`src/design/cspl_ram.sv`:
```
// cspl_ram: generic single-write, single-read synchronous ram
// registered read data, no dependencies
`timescale 1ns / 1ps

module cspl_ram #(
  parameter int WIDTH = 32,
  parameter int DEPTH = 64
) (
  input  logic                     clk,
  input  logic                     we,
  input  logic [$clog2(DEPTH)-1:0] waddr,
  input  logic [WIDTH-1:0]         wdata,
  input  logic [$clog2(DEPTH)-1:0] raddr,
  output logic [WIDTH-1:0]         rdata
);

  logic [WIDTH-1:0] mem [DEPTH];

  // write port and registered read port
  always_ff @(posedge clk) begin
    if (we) begin
      mem[waddr] <= wdata;
    end
    rdata <= mem[raddr];
  end

endmodule

```
`config.mk`:
```
export PLATFORM = sky130hd
export DESIGN_NAME = cspl_ram
export DESIGN_NICKNAME = d
export VERILOG_FILES = /design/src/design/cspl_ram.sv
export SDC_FILE = /design/constraint.sdc
export NUM_CORES = 2
export LEC_CHECK = 0
export ABC_CLOCK_PERIOD_IN_PS = 8900
export BUFFER_PORTS_ARGS = -buffer_cell sky130_fd_sc_hd__buf_2
export CAP_MARGIN = 20
export CORE_ASPECT_RATIO = 1.2
export CORE_UTILIZATION = 30
export CTS_CLUSTER_DIAMETER = 120
export DETAILED_ROUTE_END_ITERATION = 10
export PLACE_DENSITY_LB_ADDON = 0.05
export SYNTH_ARGS = -nofsm -noshare
export SYNTH_HDL_FRONTEND = slang
export SYNTH_SLANG_ARGS = --single-unit
export TNS_END_PERCENT = 1
```
`constraint.sdc`:
```
create_clock -name clk -period 8.9 [get_ports clk]
set_input_delay 1.78 -clock clk [delete_from_list [all_inputs] [get_ports clk]]
set_output_delay 1.78 -clock clk [all_outputs]
set_load 0.005 [all_outputs]
```
==> flow_summary.toml <==
[status]
status = "finished clean"

[timing]
hold_viol = 0
finalSetupViolCount = 0
finalClockSkew_ns = 0.0279
finalMaxSlewViolations = 0
rsz0062_at_grt = "no"
relSlewSlack_pct = 28.0
fmax_mhz = 209
period_minus_slack_ns = 4.79
fin_tns_setup_ns = 0
period_share_pct = 53.8
hold_slack_ns = 0.745
worst_slew_pin_slew_ns = 1.08

[synth]
yosysSeqAreaShare_pct = 79.1
syn_nets = 3370
synth.distinct_cells = 34
synth-edff-count = 2048
syn_avg_cell_area_um2 = 23.6
synth_warnings = 0
ys_seq_elements = 2080
ys_async_sr_fraction_pct = 0
syn_area_mm2 = 0.0785
synthFlopType = "edfxtp_1"
syn_inst = 3324

[global_route]
track_usage_pct = 18.8
antenna_found_initial = 29
overflow = 0
grt_max_degree = 87
grt_pass1_wl_um = 337000
grt_pass1_vias = 39100

[cts]
cts_resized = 0
clock-root-buffer = "clkbuf_16"
cts_made_buffers = 225
htree_levels = 4
clkSinkCount = 2080
ctsLongestPathBuffers = 4
postCtsSetupBuffers = 0
cts.reportedPaths.clkPinSlew_ns = 0.06
cts_tree = "done"
worstSkewPairLatency_ns = 0.86
cts.hold.buffers_added = 0

[floorplan]
die_h_um = 562
die_area_mm2 = 0.264
rows = 205
pin_count = 78
die_w_um = 469
core_area_mm2 = 0.260
initial_utilization_pct = 30.2

[worst_setup_path]
crit_path_top_delay_cell = "a21oi_1"
critPathTopFamily = "buffers and inverters"
critPathRequiredTime_ns = 9.59
critPathMaxFanout = 51
rr_startpoint = "mem[43][22]"
rrSetupSlack_ns = 6.40
rr_worst_depth = 5
cp-start-kind = "primary input"
crit_arrival_ns = 5.48
reg2reg_to = "rdata[22]"
critical_path_class = "primary input to register"
worst_setup_path_end_kind = "register"
cp_cell_sequence = "buf_8, buf_4, buf_4, mux4_2, mux2i_1, a21oi_1, a21oi_1, nor2_1"
slowest_delay_ns = 0.80
path_buf_inv = 3

[route]
drt_iter0_markers = 3500
wire_per_inst_um = 34.5
drc = 0
viasPerCell = 5.04
first_pass_iters = 8
finalWirelength_um = 248000
vias = 36300
postRouteAntennaNets = 0

[power_and_ir_drop]
power_density_mw_per_mm2 = 231
peakVddDrop_mv = 0.141
leakage_nw = 28.0

[min_path]
hold_end = "rdata[8]"
hp-start = "mem[12][8]"
hold_class = "register to register"
hold-path-cell-count = 4

[finish]
syn2layout_area_growth_pct = 16.3
nets = 3626
final_layout_size_suffix_gt1_share_pct = 30.5

[placed_design]
io_buffers = 77
place_congestion = 0.723
dp_hpwl_um = 133000

[run]
maxCapViolCount = 0
## placed cells by master (no fill, tap or decap), types with 25 or more instances in the layout
cell / count
clkinv_2: 44
clkbuf_16: 230
o22ai_1: 84
mux4_2: 544
buf_2: 73
mux2i_1: 93
o221ai_1: 27
nor2_4: 62
dfxtp_1: 32
edfxtp_1: 2048
a21oi_1: 62
nand2_1: 25
buf_4: 115
clkinv_1: 43
clkbuf_1: 46
nor2_1: 74
## logic make-up (layout without fill, tap and decap cells)
family,count (synthesis),after routing,share of synthesized area (%)
other,0,19,0
flip-flops,2080,2080,79.1
buffers and inverters,182,620,1.13
AND/OR/NAND/NOR,223,223,1.27
AO/OA/AOI/OAI,202,202,1.67
multiplexers,637,637,16.8
## worst max-delay path by stage
stage,from,end,slack [ns],cells after the start
detailed placement,raddr[1],rdata[9],3.22,8
floorplan,waddr[3],mem[48][0],3.96,4
finish,raddr[1],rdata[9],4.11,8
CTS,raddr[1],rdata[9],4.14,8
global route,raddr[1],rdata[9],4.10,8
global placement,raddr[1],rdata[9],3.16,8
## synth_stat cells, types with 2 or more instances
library cell / instances / area [µm²]
a21oi_1: 62 / 310
buf_6: 5 / 56.3
and3_1: 4 / 25.0
buf_4: 25 / 188
o22ai_1: 84 / 526
buf_1: 21 / 78.8
a22oi_1: 12 / 90.1
and2_1: 2 / 12.5
nand3_1: 5 / 25.0
nor2_1: 137 / 514
o221ai_1: 27 / 236
or3b_1: 2 / 17.5
nand2_1: 26 / 97.6
mux4_2: 544 / 12300
edfxtp_1: 2048 / 61500
o32ai_1: 4 / 35.0
clkbuf_1: 74 / 278
mux2i_1: 93 / 931
buf_2: 57 / 285
dfxtp_1: 32 / 641
a311oi_1: 8 / 70.1
nand4_1: 2 / 12.5
or3b_2: 3 / 26.3
nor2b_1: 15 / 93.8
or3_1: 3 / 18.8
a41o_1: 4 / 40.0
nand2b_1: 8 / 50.1
nor3_1: 7 / 35.0
nand3b_1: 5 / 37.5
## per-layer routing
| metal | GRT usage (%) | vias to the layer above | share of wire, % |
|---|---|---|---|
| met5 | 0 | - | 0.0093 |
| met4 | 4.15 | 4 | 1.7 |
| met3 | 2.17 | 292 | 3.6 |
| met2 | 34.5 | 813 | 54 |
| met1 | 23.6 | 20400 | 41 |
| li1 | - | 14800 | - |
## stage by stage
stage	area, µm²	cells	util [%]	total power, W	setup WS (ns)
3_5_place_dp	83900	6762	32.3	0.0122	3.22
3_3_place_gp	83900	6759	32.3	0.0121	3.16
4_1_cts	91100	7171	35.0	0.0214	4.14
6_report	91300	7196	35.1	0.0211	4.11
2_1_floorplan	78500	3324	-	0.0116	3.96
5_1_grt	91300	7186	35.1	0.0218	4.10
## state kept, by name, summed over array words and instances (netlist names)
signal / count
mem: 2048
rdata: 32
## area by class of cell
class | instances | area [µm²]
Sequential cell | 2080 | 62100
Clock buffer | 289 | 6110
Clock inverter | 120 | 1070
Tap cell | 3415 | 4270
Fill cell | 24000 | 169000
Antenna cell | 19 | 47.5
Timing Repair Buffer | 211 | 1670
Multi-Input combinational cell | 1062 | 16000
## worst reg2reg max path, delay by kind of cell (launching register included)
kind / cells / cell delay [ns]
compound gates: 2 / 1.22
mux: 2 / 0.64
simple gates: 1 / 0.13
flops: 1 / 0.36
## report_power, final
part	total [W]	internal (W)	switching [W]
clock	0.00921	0.00536	0.00385
sequential	0.0109	0.0108	0.0000523
combinational	0.00102	0.000366	0.000651
Power figures use the tool's default switching activity.
